[config.mk]
export PLATFORM = sky130hd
export DESIGN_NAME = key_debounce_long_repeat_fifo_top_flat
export DESIGN_NICKNAME = d
export VERILOG_FILES = /design/src/sv/kdlr_pkg.sv /design/src/sv/kdlr_if.sv /design/src/sv/kdlr_front.sv /design/src/sv/kdlr_queue.sv /design/src/sv/kdlr_back.sv /design/src/sv/key_debounce_long_repeat_fifo_top.sv /design/src/flat_wrapper.sv
export SDC_FILE = /design/constraint.sdc
export NUM_CORES = 1
export LEC_CHECK = 0
export BUFFER_PORTS_ARGS = -buffer_cell sky130_fd_sc_hd__buf_4
export CAP_MARGIN = 40
export CORE_ASPECT_RATIO = 1.4
export CORE_MARGIN = 4
export CORE_UTILIZATION = 30
export DETAILED_ROUTE_END_ITERATION = 16
export GPL_ROUTABILITY_DRIVEN = 0
export HOLD_SLACK_MARGIN = 0.15
export PLACE_DENSITY = 0.42
export SLEW_MARGIN = 0
export SYNTH_ARGS = -nofsm -noshare
export SYNTH_HDL_FRONTEND = slang
export SYNTH_HIERARCHICAL = 1
export SYNTH_SLANG_ARGS = --single-unit
[constraint.sdc]
create_clock -name clk_i -period 10.59 [get_ports clk_i]
set_clock_uncertainty 0.1 [all_clocks]
set_input_delay 0.5295 -clock clk_i [delete_from_list [all_inputs] [get_ports clk_i]]
set_output_delay 0.5295 -clock clk_i [all_outputs]
set_load 0.02 [all_outputs]
[src/sv/kdlr_pkg.sv]
package kdlr_pkg;

  localparam int NUM_KEYS       = 3;
  localparam int NUM_SLOTS      = 2 * NUM_KEYS;
  localparam int SLOT_W         = $clog2(NUM_SLOTS);
  localparam int FIFO_DEPTH_DEF = 16;
  localparam int QUEUE_DEPTH    = 2;

  localparam int FT_W       = 7;
  localparam int CNT_W      = FT_W + 1;
  localparam int TIME_W     = 16;
  localparam int KEY_W      = 2;
  localparam int KIND_W     = 2;
  localparam int ENTRY_W    = KEY_W + KIND_W;
  localparam int CFG_IDX_W  = 2;
  localparam int CFG_DATA_W = 16;

  // register reset values
  localparam logic [FT_W-1:0]   FT_RESET = FT_W'(5);
  localparam logic [TIME_W-1:0] LT_RESET = TIME_W'(20);
  localparam logic [TIME_W-1:0] RP_RESET = TIME_W'(50);
  localparam logic [CNT_W-1:0]  DB_RESET = CNT_W'(FT_RESET >> 1);

  // register indexes
  localparam logic [CFG_IDX_W-1:0] REG_FILTER = CFG_IDX_W'(0);
  localparam logic [CFG_IDX_W-1:0] REG_LONG   = CFG_IDX_W'(1);
  localparam logic [CFG_IDX_W-1:0] REG_REPEAT = CFG_IDX_W'(2);

  // request function codes
  localparam logic [1:0] FUNC_SCAN  = 2'd0;
  localparam logic [1:0] FUNC_POP   = 2'd1;
  localparam logic [1:0] FUNC_CLEAR = 2'd2;

  // event kinds
  localparam logic [KIND_W-1:0] KIND_DOWN = KIND_W'(0);
  localparam logic [KIND_W-1:0] KIND_UP   = KIND_W'(1);
  localparam logic [KIND_W-1:0] KIND_LONG = KIND_W'(2);

  typedef enum logic [1:0] {
    OP_SCAN,
    OP_POP,
    OP_CLEAR,
    OP_NONE
  } op_e;

  // classified request handed from front to back
  typedef struct packed {
    op_e                                op;
    logic [NUM_SLOTS-1:0]               ev_mask;
    logic [NUM_SLOTS-1:0][KIND_W-1:0]   ev_kind;
    logic [NUM_KEYS-1:0]                states;
  } pkt_t;

endpackage

[src/sv/kdlr_if.sv]
interface kdlr_in_if import kdlr_pkg::*; ();
  logic                valid;
  logic                ready;
  logic [1:0]          func;
  logic [NUM_KEYS-1:0] pin_levels;

  modport source (output valid, func, pin_levels, input ready);
  modport sink   (input valid, func, pin_levels, output ready);
endinterface

interface kdlr_out_if import kdlr_pkg::*; ();
  logic                valid;
  logic                ready;
  logic                event_valid;
  logic [KEY_W-1:0]    event_key;
  logic [KIND_W-1:0]   event_kind;
  logic [NUM_KEYS-1:0] pressed_states;

  modport source (output valid, event_valid, event_key, event_kind, pressed_states,
                  input ready);
  modport sink   (input valid, event_valid, event_key, event_kind, pressed_states,
                  output ready);
endinterface

[src/sv/kdlr_front.sv]
module kdlr_front import kdlr_pkg::*; (
  input  logic                  clk_i,
  input  logic                  rst_ni,
  kdlr_in_if.sink               in_if,
  input  logic                  cfg_we_i,
  input  logic [CFG_IDX_W-1:0]  cfg_idx_i,
  input  logic [CFG_DATA_W-1:0] cfg_data_i,
  input  logic                  q_full_i,
  output logic                  q_push_o,
  output pkt_t                  q_pkt_o
);

  logic [FT_W-1:0]   filter_q;
  logic [TIME_W-1:0] long_q, repeat_q;

  logic [NUM_KEYS-1:0][CNT_W-1:0]  cnt_q, cnt_d;
  logic [NUM_KEYS-1:0]             flag_q, flag_d;
  logic [NUM_KEYS-1:0][TIME_W-1:0] hold_q, hold_d;
  logic [NUM_KEYS-1:0][TIME_W-1:0] rep_q, rep_d;
  logic [NUM_KEYS-1:0][TIME_W:0]   rep_inc;

  logic [NUM_SLOTS-1:0]             ev_mask;
  logic [NUM_SLOTS-1:0][KIND_W-1:0] ev_kind;
  logic [CNT_W-1:0]                 ft_lo, ft_hi;
  logic                             accept, is_scan;

  assign in_if.ready = !q_full_i;
  assign accept      = in_if.valid && in_if.ready;
  assign is_scan     = (in_if.func == FUNC_SCAN);
  assign ft_lo       = {1'b0, filter_q};
  assign ft_hi       = {filter_q, 1'b0};

  // per-key debounce, hold and repeat update
  always_comb begin
    cnt_d   = cnt_q;
    flag_d  = flag_q;
    hold_d  = hold_q;
    rep_d   = rep_q;
    ev_mask = '0;
    ev_kind = '0;
    for (int k = 0; k < NUM_KEYS; k++) begin
      rep_inc[k] = {1'b0, rep_q[k]} + (TIME_W+1)'(1);
      if (!in_if.pin_levels[k]) begin
        if (cnt_q[k] < ft_lo) begin
          cnt_d[k] = ft_lo;
        end else if (cnt_q[k] < ft_hi) begin
          cnt_d[k] = cnt_q[k] + CNT_W'(1);
        end else begin
          if (!flag_q[k]) begin
            flag_d[k]      = 1'b1;
            ev_mask[2*k]   = 1'b1;
            ev_kind[2*k]   = KIND_DOWN;
          end
          if (long_q != '0) begin
            if (hold_q[k] < long_q) begin
              hold_d[k] = hold_q[k] + TIME_W'(1);
              if (hold_d[k] == long_q) begin
                ev_mask[2*k+1] = 1'b1;
                ev_kind[2*k+1] = KIND_LONG;
              end
            end else if (repeat_q != '0) begin
              if (rep_inc[k] >= {1'b0, repeat_q}) begin
                rep_d[k]       = '0;
                ev_mask[2*k+1] = 1'b1;
                ev_kind[2*k+1] = KIND_DOWN;
              end else begin
                rep_d[k] = rep_inc[k][TIME_W-1:0];
              end
            end
          end
        end
      end else begin
        if (cnt_q[k] > ft_lo) begin
          cnt_d[k] = ft_lo;
        end else if (cnt_q[k] != '0) begin
          cnt_d[k] = cnt_q[k] - CNT_W'(1);
        end else if (flag_q[k]) begin
          flag_d[k]    = 1'b0;
          ev_mask[2*k] = 1'b1;
          ev_kind[2*k] = KIND_UP;
        end
        hold_d[k] = '0;
        rep_d[k]  = '0;
      end
    end
  end

  // classify the request
  always_comb begin
    q_pkt_o = '0;
    unique case (in_if.func)
      FUNC_SCAN:  q_pkt_o.op = OP_SCAN;
      FUNC_POP:   q_pkt_o.op = OP_POP;
      FUNC_CLEAR: q_pkt_o.op = OP_CLEAR;
      default:    q_pkt_o.op = OP_NONE;
    endcase
    q_pkt_o.ev_mask = is_scan ? ev_mask : '0;
    q_pkt_o.ev_kind = ev_kind;
    q_pkt_o.states  = is_scan ? flag_d : flag_q;
  end

  assign q_push_o = accept;

  always_ff @(posedge clk_i or negedge rst_ni) begin
    if (!rst_ni) begin
      filter_q <= FT_RESET;
      long_q   <= LT_RESET;
      repeat_q <= RP_RESET;
      for (int k = 0; k < NUM_KEYS; k++) begin
        cnt_q[k]  <= DB_RESET;
        hold_q[k] <= '0;
        rep_q[k]  <= '0;
      end
      flag_q <= '0;
    end else begin
      if (cfg_we_i) begin
        unique case (cfg_idx_i)
          REG_FILTER: filter_q <= cfg_data_i[FT_W-1:0];
          REG_LONG:   long_q   <= cfg_data_i[TIME_W-1:0];
          REG_REPEAT: repeat_q <= cfg_data_i[TIME_W-1:0];
          default: ;
        endcase
      end
      if (accept && is_scan) begin
        cnt_q  <= cnt_d;
        flag_q <= flag_d;
        hold_q <= hold_d;
        rep_q  <= rep_d;
      end
    end
  end

endmodule

[src/sv/kdlr_queue.sv]
module kdlr_queue import kdlr_pkg::*; (
  input  logic clk_i,
  input  logic rst_ni,
  input  logic push_i,
  input  pkt_t pkt_i,
  output logic full_o,
  input  logic pop_i,
  output logic valid_o,
  output pkt_t head_o
);

  localparam int PTR_W = (QUEUE_DEPTH > 1) ? $clog2(QUEUE_DEPTH) : 1;
  localparam int CNT_W = $clog2(QUEUE_DEPTH + 1);

  pkt_t             slot_q [QUEUE_DEPTH];
  logic [PTR_W-1:0] wr_q, rd_q;
  logic [CNT_W-1:0] count_q;

  function automatic logic [PTR_W-1:0] next_ptr(input logic [PTR_W-1:0] p);
    return (p == PTR_W'(QUEUE_DEPTH - 1)) ? '0 : p + PTR_W'(1);
  endfunction

  assign full_o  = (count_q == CNT_W'(QUEUE_DEPTH));
  assign valid_o = (count_q != '0);
  assign head_o  = slot_q[rd_q];

  always_ff @(posedge clk_i) begin
    if (push_i) begin
      slot_q[wr_q] <= pkt_i;
    end
  end

  always_ff @(posedge clk_i or negedge rst_ni) begin
    if (!rst_ni) begin
      wr_q    <= '0;
      rd_q    <= '0;
      count_q <= '0;
    end else begin
      if (push_i) wr_q <= next_ptr(wr_q);
      if (pop_i)  rd_q <= next_ptr(rd_q);
      if (push_i && !pop_i) begin
        count_q <= count_q + CNT_W'(1);
      end else if (pop_i && !push_i) begin
        count_q <= count_q - CNT_W'(1);
      end
    end
  end

endmodule

[src/sv/kdlr_back.sv]
module kdlr_back import kdlr_pkg::*; #(
  parameter int FIFO_DEPTH = FIFO_DEPTH_DEF
) (
  input  logic      clk_i,
  input  logic      rst_ni,
  input  logic      q_valid_i,
  input  pkt_t      q_head_i,
  output logic      q_pop_o,
  kdlr_out_if.source out_if
);

  localparam int PTR_W = $clog2(FIFO_DEPTH);

  typedef enum logic [3:0] {
    S_IDLE  = 4'b0001,
    S_WRITE = 4'b0010,
    S_FIN   = 4'b0100,
    S_READ  = 4'b1000
  } bstate_e;

  bstate_e state_q, state_d;

  logic [ENTRY_W-1:0] mem [FIFO_DEPTH];
  logic [ENTRY_W-1:0] rdata_q, wdata;
  logic               mem_we;
  logic [PTR_W-1:0]   rp_q, rp_d, wp_q, wp_d;

  logic [NUM_SLOTS-1:0]             mask_q, mask_d, sel_hot;
  logic [NUM_SLOTS-1:0][KIND_W-1:0] kind_q, kind_d;
  logic [NUM_KEYS-1:0]              states_q, states_d;
  logic [SLOT_W-1:0]                sel_idx;
  logic                             last_write;

  logic                out_valid_q, out_valid_d;
  logic                out_ev_q, out_ev_d;
  logic [KEY_W-1:0]    out_key_q, out_key_d;
  logic [KIND_W-1:0]   out_kind_q, out_kind_d;
  logic [NUM_KEYS-1:0] out_states_q, out_states_d;
  logic                out_free, fetch;

  function automatic logic [PTR_W-1:0] next_ptr(input logic [PTR_W-1:0] p);
    return (p == PTR_W'(FIFO_DEPTH - 1)) ? '0 : p + PTR_W'(1);
  endfunction

  // lowest pending event slot
  always_comb begin
    sel_idx = '0;
    sel_hot = '0;
    for (int s = NUM_SLOTS - 1; s >= 0; s--) begin
      if (mask_q[s]) begin
        sel_idx = SLOT_W'(s);
      end
    end
    sel_hot[sel_idx] = 1'b1;
  end

  assign last_write = ((mask_q & ~sel_hot) == '0);
  assign wdata      = {KEY_W'(sel_idx >> 1), kind_q[sel_idx]};
  assign out_free   = !out_valid_q || out_if.ready;
  assign fetch      = (state_q == S_IDLE) && q_valid_i && out_free;
  assign q_pop_o    = fetch;

  always_comb begin
    state_d      = state_q;
    rp_d         = rp_q;
    wp_d         = wp_q;
    mask_d       = mask_q;
    kind_d       = kind_q;
    states_d     = states_q;
    mem_we       = 1'b0;
    out_valid_d  = out_valid_q && !out_if.ready;
    out_ev_d     = out_ev_q;
    out_key_d    = out_key_q;
    out_kind_d   = out_kind_q;
    out_states_d = out_states_q;
    unique case (state_q)
      S_IDLE: begin
        if (fetch) begin
          mask_d   = q_head_i.ev_mask;
          kind_d   = q_head_i.ev_kind;
          states_d = q_head_i.states;
          if (q_head_i.op == OP_SCAN && q_head_i.ev_mask != '0) begin
            state_d = S_WRITE;
          end else if (q_head_i.op == OP_POP && rp_q != wp_q) begin
            state_d = S_READ;
          end else begin
            if (q_head_i.op == OP_CLEAR) wp_d = rp_q;
            out_valid_d  = 1'b1;
            out_ev_d     = 1'b0;
            out_key_d    = '0;
            out_kind_d   = '0;
            out_states_d = q_head_i.states;
          end
        end
      end
      S_WRITE: begin
        mem_we = 1'b1;
        wp_d   = next_ptr(wp_q);
        mask_d = mask_q & ~sel_hot;
        if (last_write) begin
          if (out_free) begin
            out_valid_d  = 1'b1;
            out_ev_d     = 1'b0;
            out_key_d    = '0;
            out_kind_d   = '0;
            out_states_d = states_q;
            state_d      = S_IDLE;
          end else begin
            state_d = S_FIN;
          end
        end
      end
      S_FIN: begin
        if (out_free) begin
          out_valid_d  = 1'b1;
          out_ev_d     = 1'b0;
          out_key_d    = '0;
          out_kind_d   = '0;
          out_states_d = states_q;
          state_d      = S_IDLE;
        end
      end
      S_READ: begin
        if (out_free) begin
          out_valid_d  = 1'b1;
          out_ev_d     = 1'b1;
          out_key_d    = rdata_q[ENTRY_W-1:KIND_W];
          out_kind_d   = rdata_q[KIND_W-1:0];
          out_states_d = states_q;
          rp_d         = next_ptr(rp_q);
          state_d      = S_IDLE;
        end
      end
      default: state_d = S_IDLE;
    endcase
  end

  // event memory, registered read at the read pointer
  always_ff @(posedge clk_i) begin
    if (mem_we) begin
      mem[wp_q] <= wdata;
    end
    rdata_q <= mem[rp_q];
  end

  always_ff @(posedge clk_i) begin
    mask_q       <= mask_d;
    kind_q       <= kind_d;
    states_q     <= states_d;
    out_ev_q     <= out_ev_d;
    out_key_q    <= out_key_d;
    out_kind_q   <= out_kind_d;
    out_states_q <= out_states_d;
  end

  always_ff @(posedge clk_i or negedge rst_ni) begin
    if (!rst_ni) begin
      state_q     <= S_IDLE;
      rp_q        <= '0;
      wp_q        <= '0;
      out_valid_q <= 1'b0;
    end else begin
      state_q     <= state_d;
      rp_q        <= rp_d;
      wp_q        <= wp_d;
      out_valid_q <= out_valid_d;
    end
  end

  assign out_if.valid          = out_valid_q;
  assign out_if.event_valid    = out_ev_q;
  assign out_if.event_key      = out_key_q;
  assign out_if.event_kind     = out_kind_q;
  assign out_if.pressed_states = out_states_q;

  // a write cycle always has an event left to store
  assert property (@(posedge clk_i) disable iff (!rst_ni)
    state_q == S_WRITE |-> mask_q != '0)
    else $error("write state with no pending event");

  // read pointer moves only when a popped event is delivered
  assert property (@(posedge clk_i) disable iff (!rst_ni)
    rp_q != $past(rp_q) |-> $past(state_q) == S_READ && $past(out_free))
    else $error("read pointer moved outside a pop");

  // clear leaves the event queue empty
  assert property (@(posedge clk_i) disable iff (!rst_ni)
    fetch && q_head_i.op == OP_CLEAR |=> wp_q == rp_q)
    else $error("clear did not empty the event queue");

  // a pop that found an event delivers it as valid
  assert property (@(posedge clk_i) disable iff (!rst_ni)
    state_q == S_READ && out_free |=> out_valid_q && out_ev_q)
    else $error("popped event not presented");

endmodule

[src/sv/key_debounce_long_repeat_fifo_top.sv]
// Keypad qualifier for three active-low buttons. Each request carries a
// function code: a scan tick debounces every key with a hysteresis counter
// spanning zero to twice filter_time and queues down, long, repeated down and
// up events into an event ring; a pop returns the oldest event (event_valid
// low when the ring is empty); a clear empties the ring. Every request gives
// exactly one response, which also shows the debounced pressed flags. The
// ring has no full check, so an overrun write that catches the read pointer
// leaves it empty. A front stage qualifies keys and classifies requests in
// the cycle they are taken and hands them through a two-entry queue to a back
// stage that owns the event memory. In the back stage, pop, clear and unused
// codes are answered at fetch, a pop that finds an event after the registered
// memory read, and a scan tick stores its queued events one at a time through
// the single write port of the event memory. The front keeps taking requests
// while the queue has room and the response register parts the output from the
// back stage. No memory clear runs after reset. Configuration is written through
// cfg_we_i with register 0 filter_time, 1 long_time and 2 repeat_period, while
// idle: a rule for the user that the block itself does not enforce.
module key_debounce_long_repeat_fifo_top import kdlr_pkg::*; #(
  parameter int FIFO_DEPTH = FIFO_DEPTH_DEF
) (
  input  logic                  clk_i,
  input  logic                  rst_ni,
  kdlr_in_if.sink               in_if,
  kdlr_out_if.source            out_if,
  input  logic                  cfg_we_i,
  input  logic [CFG_IDX_W-1:0]  cfg_idx_i,
  input  logic [CFG_DATA_W-1:0] cfg_data_i
);

  // front to queue
  logic q_push, q_full;
  pkt_t q_pkt;

  // queue to back
  logic q_pop, q_valid;
  pkt_t q_head;

  // key qualification, config registers, request classification
  kdlr_front u_front (
    .clk_i      (clk_i),
    .rst_ni     (rst_ni),
    .in_if      (in_if),
    .cfg_we_i   (cfg_we_i),
    .cfg_idx_i  (cfg_idx_i),
    .cfg_data_i (cfg_data_i),
    .q_full_i   (q_full),
    .q_push_o   (q_push),
    .q_pkt_o    (q_pkt)
  );

  // short request queue so each side can stall on its own
  kdlr_queue u_queue (
    .clk_i   (clk_i),
    .rst_ni  (rst_ni),
    .push_i  (q_push),
    .pkt_i   (q_pkt),
    .full_o  (q_full),
    .pop_i   (q_pop),
    .valid_o (q_valid),
    .head_o  (q_head)
  );

  // event ring writes, pops, clear and the response register
  kdlr_back #(
    .FIFO_DEPTH (FIFO_DEPTH)
  ) u_back (
    .clk_i     (clk_i),
    .rst_ni    (rst_ni),
    .q_valid_i (q_valid),
    .q_head_i  (q_head),
    .q_pop_o   (q_pop),
    .out_if    (out_if)
  );

endmodule

[src/flat_wrapper.sv]
// flat-port wrapper written by rule: the top's interface ports become plain ports
module key_debounce_long_repeat_fifo_top_flat import kdlr_pkg::*;
#(
  parameter int FIFO_DEPTH = FIFO_DEPTH_DEF
)
  (clk_i, rst_ni, cfg_we_i, cfg_idx_i, cfg_data_i, in_if_valid, in_if_func, in_if_pin_levels, in_if_ready, out_if_valid, out_if_event_valid, out_if_event_key, out_if_event_kind, out_if_pressed_states, out_if_ready);
  kdlr_in_if in_if_i ();
  kdlr_out_if out_if_i ();
  input  logic clk_i;
  input  logic rst_ni;
  input  logic cfg_we_i;
  input  logic [CFG_IDX_W-1:0] cfg_idx_i;
  input  logic [CFG_DATA_W-1:0] cfg_data_i;
  input wire logic [$bits(in_if_i.valid)-1:0] in_if_valid;
  input wire logic [$bits(in_if_i.func)-1:0] in_if_func;
  input wire logic [$bits(in_if_i.pin_levels)-1:0] in_if_pin_levels;
  output wire logic [$bits(in_if_i.ready)-1:0] in_if_ready;
  output wire logic [$bits(out_if_i.valid)-1:0] out_if_valid;
  output wire logic [$bits(out_if_i.event_valid)-1:0] out_if_event_valid;
  output wire logic [$bits(out_if_i.event_key)-1:0] out_if_event_key;
  output wire logic [$bits(out_if_i.event_kind)-1:0] out_if_event_kind;
  output wire logic [$bits(out_if_i.pressed_states)-1:0] out_if_pressed_states;
  input wire logic [$bits(out_if_i.ready)-1:0] out_if_ready;
  assign in_if_i.valid = in_if_valid;
  assign in_if_i.func = in_if_func;
  assign in_if_i.pin_levels = in_if_pin_levels;
  assign in_if_ready = in_if_i.ready;
  assign out_if_valid = out_if_i.valid;
  assign out_if_event_valid = out_if_i.event_valid;
  assign out_if_event_key = out_if_i.event_key;
  assign out_if_event_kind = out_if_i.event_kind;
  assign out_if_pressed_states = out_if_i.pressed_states;
  assign out_if_i.ready = out_if_ready;
  key_debounce_long_repeat_fifo_top #(.FIFO_DEPTH(FIFO_DEPTH)) u_core (.clk_i(clk_i), .rst_ni(rst_ni), .in_if(in_if_i), .out_if(out_if_i), .cfg_we_i(cfg_we_i), .cfg_idx_i(cfg_idx_i), .cfg_data_i(cfg_data_i));
endmodule
==> impl_metrics.toml, run 1 <==
[run_status]
outcome = "finished clean"

[die]
core_area_mm2 = 0.0692
floorplan.die_area_mm2 = 0.0742
ioPinCount = 38
rows = 114
die_h_um = 321
start_util_pct = 30.3
die_x_um = 231

[placed_design]
dp_hpwl_mm = 45.8
io_buffers = 37
placed_cell_area_mm2 = 0.0222
dp_slack_ns = 5.89

[routing]
wirelength_mm = 62.6
dr.first_iter.drc_count = 885
ant_nets = 0
drcViolationCount = 0
vias = 16308
dr.pass1.iters = 5
vias_per_cell = 5.32
wire_per_inst_um = 20.4

[cts]
clock-sinks = 322
htreeDepth = 2
cts_tree = "done"
cts_buffers = 38
clock_path_buffers = 3
root_buffer = "clkbuf_16"
clk_latency_ns = 0.57
path_clk_slew_ns = 0.06
post-cts-setup-buffers = 0

[timing]
finalSetupTns_ns = 0
fmax_ghz = 0.214
period_share_pct = 44.1
min_period_ns = 4.67
tightestPinTransition_ns = 0.805
hold_viol = 0
max_slew_margin_pct = 46.3
setup_viol = 0
rsz0062_at_grt = "no"
drv_slew = 0
layout_setup_ws_ns = 5.92

[synth]
yosys.area.top_type_share_pct = 20.1
synth_area_mm2 = 0.0209
async_reset_ff_share_pct = 55.6
synth_area_leaders = "dfrtp_1, edfxtp_1, ha_1, nand2_1, o21ai_0"
synth_commonest_cells = "nand2_1, dfrtp_1, ha_1"
synth_seq_cells = 322
synth_ff_type = "dfrtp_1"
synth.most_common_cell = "nand2_1"
netlist.top_cell.by_area = "dfrtp_1"
yosysWarnings = 6
synth_edf_count = 139
synth_cell_types = 97
syn_avg_cell_area_um2 = 10.0
synth_cells = 2091
ys_seq_area_share_pct = 41.8

[critical_path]
crit_fanout = 16
critical_path_class = "flop to flop"
startpoint_type = "flop"
arrival_ns = 5.07
end_kind = "flop"
worstPathRequired_ns = 10.99

[pwr]
powerDensity_mw_per_mm2 = 241
p_leak_nw = 9.67
peakVddDrop_mv = 0.0980

[layout]
drive_above_1_share_pct = 12.3
stdcell_area_mm2 = 0.0238
finish.utilization_pct = 34.5
fin_nets = 2292
regArea_mm2 = 0.00875
syn_to_final_growth_pct = 13.8
fill_cells = 7091
multi_input_area_mm2 = 0.0113

[global_route]
antenna_found_initial = 2
grt_start_max_net_pins = 66
grt_pass1_vias = 16635
grt_pass1_wl_mm = 98.0
grtUsageTotal_pct = 16.7
grt_overflow = 0

[worst_hold_path]
min_path_type = "input port to flop"

[job]
maxCapViolations = 0
-- worst max-delay path, stage by stage, from the launching register on --
cell      delay [ns]
dfrtp_1         0.42
ha_1            0.24
nand3_1         0.20
nor3_1          0.55
nand3_1         0.26
nor2_1          0.18
xor2_1          0.22
ha_1            0.29
a21o_1          0.19
o21ai_0         0.16
nand3b_1        0.12
nand4b_1        0.70
nor2_1          0.69
mux2_2          0.26
-- per-stage QoR --
stage	hold WS, ns	instances	power [mW]
floorplan	0.134	2096	3.55
global placement	0.371	2965	4.19
detailed placement	0.374	2977	4.25
CTS	0.163	3064	5.83
global route	0.211	3064	6.16
finish	0.203	3065	5.75
-- cell usage in the layout (no fill, tap or decap), types with 17 or more instances in the layout --
cell,n
dfrtp_1,168
mux2_2,49
nand2_1,171
nand4_1,48
inv_1,96
clkbuf_16,39
and2_1,17
and3_1,27
nor4_1,34
a22o_1,36
mux2_4,19
edfxtp_1,139
a211oi_1,21
o31ai_1,26
nor3_1,44
nor2b_1,29
o21bai_1,19
xor2_1,46
nand2b_1,24
buf_4,59
ha_1,156
a21oi_1,76
o21ai_0,122
dlygate4sd3_1,19
nor2_1,122
xnor2_1,67
a21o_1,25
nand3_1,83
-- report_power, final --
group / internal [mW] / switching [mW] / leakage, nW
Sequential: 1.67 / 0.339 / 3.58
Combinational: 0.917 / 1.28 / 5.40
Clock: 0.967 / 0.564 / 0.698
-- worst paths after layout --
kind,endpoint,slack (ns),cells past startpoint,start
setup / recovery,u_core/u_front/rep_q[16],5.92,13,u_core/u_front/rep_q[16]
hold / removal,u_core/u_back/state_q[3],0.20,4,out_if_ready
setup reg to reg,u_core/u_front/rep_q[16],5.92,13,u_core/u_front/rep_q[16]
hold reg to reg,u_core/u_front/rep_q[12],0.39,2,u_core/u_front/rep_q[12]
max in group asynchronous,u_core/u_front/filter_q[2],8.66,4,rst_ni
min in group asynchronous,u_core/u_back/rp_q[3],0.46,2,rst_ni
-- logic make-up after synthesis --
kind of cell / synth area share (%)
AO/OA/AOI/OAI: 16.6
AND/OR/NAND/NOR: 16.9
buffers and inverters: 4.27
multiplexers: 6.20
adder cells (fa/ha/maj): 9.37
other: 0.0179
flip-flops: 41.8
XOR/XNOR: 4.80
-- flip-flops by register name, indices dropped and copies added (netlist names), 2 cells and up --
| signal | cells |
|---|---|
| u_core/u_back/mem | 64 |
| u_core/u_front/hold_q | 48 |
| u_core/u_front/rep_q | 48 |
| u_core/u_queue/slot_q | 46 |
| u_core/u_front/cnt_q | 24 |
| u_core/u_front/long_q | 16 |
| u_core/u_front/repeat_q | 16 |
| u_core/u_back/kind_q | 12 |
| u_core/u_front/filter_q | 7 |
| u_core/u_back/mask_q | 6 |
| u_core/u_back/rdata_q | 4 |
| u_core/u_back/rp_q | 4 |
| u_core/u_back/state_q | 4 |
| u_core/u_back/wp_q | 4 |
| u_core/u_back/out_if.pressed_states | 3 |
| u_core/u_back/states_q | 3 |
| u_core/u_front/flag_q | 3 |
| u_core/u_back/out_if.event_key | 2 |
| u_core/u_back/out_if.event_kind | 2 |
| u_core/u_queue/count_q | 2 |
-- routing by layer --
| metal | part of all wire [%] | global-route usage [%] |
|---|---|---|
| met5 | 0.021 | 0 |
| met1 | 40 | 19.2 |
| met2 | 53 | 31.2 |
| met4 | 3.5 | 5.84 |
| met3 | 4.0 | 2.59 |
-- timing repair --
action | 4_1_cts | 5_1_grt
hold endpoints to repair | 94 | 0
hold buffers | 19 | 0
gates resized for setup | 0 | 0
-- final cells by class --
type                       instances  share of cell area, %
sequential                       322                   36.7
multi-input combinational       1561                   47.6
clock inverter                    21                   1.68
inverter                          97                   1.53
timing repair buffer              88                   3.28
tap                              928                   4.87
antenna                            1                 0.0105
clock buffer                      47                   4.35
No activity file was read; power rests on OpenSTA's default activity.
==> run 2: changes to the inputs <==
--- a/config.mk
+++ b/config.mk
@@ -13,7 +13,7 @@
 export DETAILED_ROUTE_END_ITERATION = 16
 export GPL_ROUTABILITY_DRIVEN = 0
 export HOLD_SLACK_MARGIN = 0.15
-export PLACE_DENSITY = 0.42
+export PLACE_DENSITY = 0.44
 export SLEW_MARGIN = 0
 export SYNTH_ARGS = -nofsm -noshare
 export SYNTH_HDL_FRONTEND = slang
==> constraint.sdc (replaced) <==
create_clock -name clk_i -period 3.86 [get_ports clk_i]
set_clock_uncertainty 0.1 [all_clocks]
set_input_delay 0.193 -clock clk_i [delete_from_list [all_inputs] [get_ports clk_i]]
set_output_delay 0.193 -clock clk_i [all_outputs]
set_load 0.02 [all_outputs]
==> impl_metrics.toml, run 2 (synthesized netlist as in run 1, its figures left out) <==
[timing]
fmax_ghz = 0.272
setup_viol = 0
drv_slew = 0
period_share_pct = 95.3
max_slew_margin_pct = 47.4
min_period_ns = 3.68
hold_viol = 0
finalSetupTns_ns = 0
tightestPinTransition_ns = 0.782
hold_ws_ns = 0.189

[layout]
final_common_cell = "nand2_1"
reg.largest.list = "u_core/u_back/mem (64), u_core/u_front/hold_q (48), u_core/u_front/rep_q (48)"
syn_to_final_growth_pct = 16.2
fin_nets = 2374
stdcell_count = 3146
drive_above_1_share_pct = 15.4
largest_register_ffs = 64
final_cell_mix = "nand2_1, dfrtp_1, ha_1"
top_register = "u_core/u_back/mem"
fill_cells = 6922
n_antenna_cell = 0

[placed_design]
dp_cells = 3046
io_buffers = 37
dp_hpwl_mm = 47.6

[global_route]
grt_overflow = 0
grt_pass1_wl_mm = 100
grt_pass1_vias = 17122
antenna_found_initial = 0
grtUsageTotal_pct = 17.0
grt_start_max_net_pins = 57

[critical_path]
arrival_ns = 4.08
r2r-start = "u_core/u_front/rep_q[33]"
worstPathRequired_ns = 4.26
path_cells = "ha_2 > nand4_1 > or3_4 > nor2b_4 > nand3_1 > xnor2_2 > ha_1 > nand4_1 > or4_1 > a21boi_0 > or4_1 > or3_4 > buf_4 > o21bai_1 > a22o_1"
end_kind = "flop"
cp_slowest_cell = "or4_1"
crit_fanout = 4
crit_path_max_incr_delay_ns = 0.53
cp_top_family = "simple AND/OR/NAND/NOR gates"
critical_path_class = "flop to flop"
r2r_cells = 15
startpoint_type = "flop"
crit_buf_inv = 1
r2r-end = "u_core/u_front/rep_q[34]"
worst-r2r-setup-slack_ns = 0.18

[routing]
top_layer = "met4"
drcViolationCount = 0
vias = 16724
route.met3.wl_mm = 2.40
vias_per_cell = 5.32
drt-met1-wl_mm = 25.4
dr.pass1.iters = 6
wl_met2_mm = 33.2
ant_nets = 0
wirelength_mm = 63.9
dr.first_iter.drc_count = 981
wire_per_inst_um = 20.3

[die]
start_util_pct = 30.3
die_x_um = 231
ioPinCount = 38
rows = 114
floorplan.die_area_mm2 = 0.0742
core_area_mm2 = 0.0692
die_h_um = 321

[worst_hold_path]
min_path_type = "input port to flop"
hold_end = "u_core/u_front/filter_q[5]"
min-delay-start = "cfg_we_i"
holdPathStages = 5

[cts]
clk_latency_ns = 0.56
cts_tree = "done"
htreeDepth = 2
path_clk_slew_ns = 0.06
clock-sinks = 322
clock_path_buffers = 3
root_buffer = "clkbuf_16"
cts_buffers = 38

[pwr]
p_leak_nw = 9.97
power_mw = 15.5
powerDensity_mw_per_mm2 = 635
peakVddDrop_mv = 0.286

[run_status]
outcome = "finished clean"

[job]
maxCapViolations = 0
run 2: cell count changes in the layout (fill, tap and decap cells not counted), sizes merged:
cell | previous run | this run
diode | 1 | 0
clkinv | 7 | 12
clkbuf | 48 | 50
buf | 68 | 139
bufinv | 11 | 3
dlygate4sd3 | 19 | 30
clkinvlp | 1 | 2
run 2: final cells by class:
type                    instances  area (µm²)  area share [%]
clock inverters                19         191           0.787
multi-input cells            1561       11400            46.9
clock buffers                  49        1010            4.16
flip-flops and latches        322        8750            36.0
inverters                      97         364            1.50
repair buffers                170        1430            5.89
well taps                     928        1160            4.77
run 2: per-stage QoR:
step | util (%) | area [µm²] | setup slack, ns
floorplan | - | 21000 | 0.0331
global placement | 32.7 | 22600 | -0.143
detailed placement | 32.8 | 22700 | -0.118
CTS | 35.0 | 24200 | 0.0446
global route | 35.2 | 24300 | -0.00312
finish | 35.2 | 24300 | 0.181
run 2: power by group:
part           switching (mW)  total (mW)  internal, mW  leakage (nW)
clock                    1.52        3.58          2.06         0.583
combinational            3.82        6.54          2.72          5.81
sequential              0.748        5.35          4.60          3.58
total                    6.09        15.5          9.37          9.97
run 2: worst reg2reg max path: stages (launching register included):
cell and delay [ns]:
dfrtp_1 0.36, ha_2 0.18, nand4_1 0.14, or3_4 0.45, nor2b_4 0.15, nand3_1 0.13, xnor2_2 0.17, ha_1 0.32
nand4_1 0.10, or4_1 0.11, a21boi_0 0.07, or4_1 0.53, or3_4 0.42, buf_4 0.15, o21bai_1 0.12, a22o_1 0.13
run 2: repair_timing:
item                                   in CTS  in global routing
cloned                                      0                  0
endpoints found under the hold margin     218                  0
hold buffers                               31                  0
pin swaps                                   0                  1
gates resized for setup                     3                 15
buffers inserted                            0                  1
setup endpoints to repair                   6                 18
run 2: metal layers:
metal,GRT usage [%],vias up
met5,0,-
met4,7.29,0
met3,2.32,131
met2,31.4,373
met1,19.5,8185
li1,-,8035
run 2: how the worst max path moves through the flow:
stage	startpoint	cells past startpoint	slack [ns]	end
2_1_floorplan	u_core/u_front/rep_q[32]	17	0.03	u_core/u_front/rep_q[32]
3_3_place_gp	u_core/u_front/rep_q[33]	14	-0.14	u_core/u_queue/slot_q[0][20]
3_5_place_dp	u_core/u_front/rep_q[33]	14	-0.12	u_core/u_queue/slot_q[0][20]
4_1_cts	u_core/u_front/rep_q[33]	14	0.04	u_core/u_queue/slot_q[0][20]
5_1_grt	u_core/u_front/rep_q[32]	15	-0.003	u_core/u_front/rep_q[37]
6_report	u_core/u_front/rep_q[33]	15	0.18	u_core/u_front/rep_q[34]
==> run 3: changes to the inputs <==
--- a/config.mk
+++ b/config.mk
@@ -5,15 +5,17 @@
 export SDC_FILE = /design/constraint.sdc
 export NUM_CORES = 1
 export LEC_CHECK = 0
+export ABC_CLOCK_PERIOD_IN_PS = 3860
 export BUFFER_PORTS_ARGS = -buffer_cell sky130_fd_sc_hd__buf_4
 export CAP_MARGIN = 40
+export CELL_PAD_IN_SITES_DETAIL_PLACEMENT = 0
+export CELL_PAD_IN_SITES_GLOBAL_PLACEMENT = 1
 export CORE_ASPECT_RATIO = 1.4
 export CORE_MARGIN = 4
 export CORE_UTILIZATION = 30
 export DETAILED_ROUTE_END_ITERATION = 16
-export GPL_ROUTABILITY_DRIVEN = 0
 export HOLD_SLACK_MARGIN = 0.15
-export PLACE_DENSITY = 0.44
+export PLACE_DENSITY = 0.52
 export SLEW_MARGIN = 0
 export SYNTH_ARGS = -nofsm -noshare
 export SYNTH_HDL_FRONTEND = slang
==> impl_metrics.toml, run 3 (synthesized netlist as in run 1, its figures left out) <==
[run_status]
outcome = "finished clean"

[routing]
dr.pass1.iters = 5
dr.first_iter.drc_count = 1038
wire_per_inst_um = 20.9
vias = 16807
ant_nets = 0
vias_per_cell = 5.30
wirelength_mm = 66.4
drcViolationCount = 0

[job]
maxCapViolations = 0

[timing]
min_period_ns = 3.72
hold_viol = 0
finalSetupTns_ns = 0
fmax_ghz = 0.269
setup_viol = 0
drv_slew = 0
hold_ws_ns = 0.311
tightestPinTransition_ns = 0.881
max_slew_margin_pct = 41.1
period_share_pct = 96.2

[layout]
reg.largest.list = "u_core/u_back/mem (64), u_core/u_front/hold_q (48), u_core/u_front/rep_q (48)"
top_register = "u_core/u_back/mem"
final_common_cell = "nand2_1"
stdcell_area_mm2 = 0.0246
fill_cells = 6959
largest_register_ffs = 64
final_cell_mix = "nand2_1, dfrtp_1, ha_1"
fin_nets = 2397
syn_to_final_growth_pct = 17.4
drive_above_1_share_pct = 15.8

[placed_design]
io_buffers = 37
dp_hpwl_mm = 48.7
placed_cell_area_mm2 = 0.0228
gp_congestion = 0.870

[die]
start_util_pct = 30.3
floorplan.die_area_mm2 = 0.0742
core_area_mm2 = 0.0692
die_h_um = 321
rows = 114
die_x_um = 231
ioPinCount = 38

[global_route]
grt_start_max_net_pins = 67
grtUsageTotal_pct = 17.6
grt_pass1_vias = 16958
use_met3_pct = 2.25
grt_pass1_wl_mm = 102
antenna_found_initial = 2
top_usage_layer = "met2"
grtUsageMet2_pct = 33.2
met1_usage_pct = 20.8
grt_overflow = 0

[critical_path]
cp_top_family = "simple AND/OR/NAND/NOR gates"
arrival_ns = 4.11
worstPathRequired_ns = 4.26
startpoint_type = "flop"
cp_slowest_cell = "or4_4"
crit_fanout = 6
crit_path_max_incr_delay_ns = 0.59
critical_path_class = "flop to flop"
crit_buf_inv = 1
end_kind = "flop"
path_cells = "ha_2 > nand4_1 > or3_4 > nor2b_2 > nand3_1 > xnor2_2 > ha_1 > nand4_1 > or4_1 > a21boi_0 > or4_4 > or3_4 > buf_4 > o21bai_1 > a22o_1"

[cts]
cts_buffers = 38
clk_latency_ns = 0.57
clock_path_buffers = 3
path_clk_slew_ns = 0.06
root_buffer = "clkbuf_16"
cts_tree = "done"
clock-sinks = 322
htreeDepth = 2

[pwr]
powerDensity_mw_per_mm2 = 639
p_leak_nw = 10.1
peakVddDrop_mv = 0.284

[worst_hold_path]
min_path_type = "input port to flop"
-- run 3: changes by cell type in the layout (fill, tap and decap cells not counted), sizes merged --
cell         previous run  this run
bufinv                  3         4
clkbuf                 50        54
clkinv                 12         8
buf                   139       153
dlygate4sd3            30        39
clkinvlp                2         3
diode                   0         1
-- run 3: through the flow --
step / utilization, % / power [mW] / setup slack, ns / instances
floorplan: - / 9.73 / 0.0331 / 2096
global route: 35.5 / 16.8 / -0.00595 / 3171
CTS: 35.4 / 15.9 / 0.0273 / 3168
detailed placement: 33.0 / 12.0 / 0.0284 / 3058
finish: 35.5 / 15.7 / 0.145 / 3172
global placement: 32.9 / 11.9 / 0.0153 / 3055
-- run 3: path summary, 6_finish.rpt --
check | cells past startpoint | slack, ns | from | endpoint
worst max-delay path | 15 | 0.14 | u_core/u_front/rep_q[32] | u_core/u_front/rep_q[41]
worst min-delay path | 2 | 0.31 | in_if_func[0] | u_core/u_queue/slot_q[1][21]
worst max register to register | 15 | 0.14 | u_core/u_front/rep_q[32] | u_core/u_front/rep_q[41]
worst min register to register | 1 | 0.39 | u_core/u_queue/count_q[1] | u_core/u_queue/count_q[1]
max in group asynchronous | 4 | 2.42 | rst_ni | u_core/u_front/filter_q[0]
min in group asynchronous | 3 | 0.53 | rst_ni | u_core/u_front/hold_q[23]
-- run 3: power breakdown --
part / total [mW] / switching (mW) / internal, mW
combinational: 6.67 / 3.90 / 2.76
clock: 3.72 / 1.56 / 2.16
sequential: 5.31 / 0.713 / 4.60
total: 15.7 / 6.18 / 9.52
-- run 3: metal layers --
metal / vias up / wire length, µm / part of all wire (%)
li1: 8090 / - / -
met1: 8283 / 27400 / 41
met2: 335 / 34900 / 53
met3: 99 / 2140 / 3.2
met4: 0 / 1900 / 2.9
met5: - / 0 / 0
-- run 3: cell type report --
| cell class | count | area, µm² | share of cell area (%) |
|---|---|---|---|
| tap | 928 | 1160 | 4.72 |
| multi-input combinational | 1561 | 11400 | 46.4 |
| inverter | 97 | 364 | 1.48 |
| antenna | 1 | 2.50 | 0.0102 |
| timing repair buffer | 193 | 1650 | 6.73 |
| clock inverter | 17 | 211 | 0.860 |
| clock buffer | 53 | 1040 | 4.22 |
| sequential | 322 | 8750 | 35.6 |
-- run 3: repair_timing --
action / in CTS / in global routing
gates resized for setup: 2 / 14
endpoints found under the setup margin: 3 / 30
buffers inserted: 0 / 3
endpoints found under the hold margin: 268 / 0
pin swaps: 0 / 5
hold buffers: 40 / 0
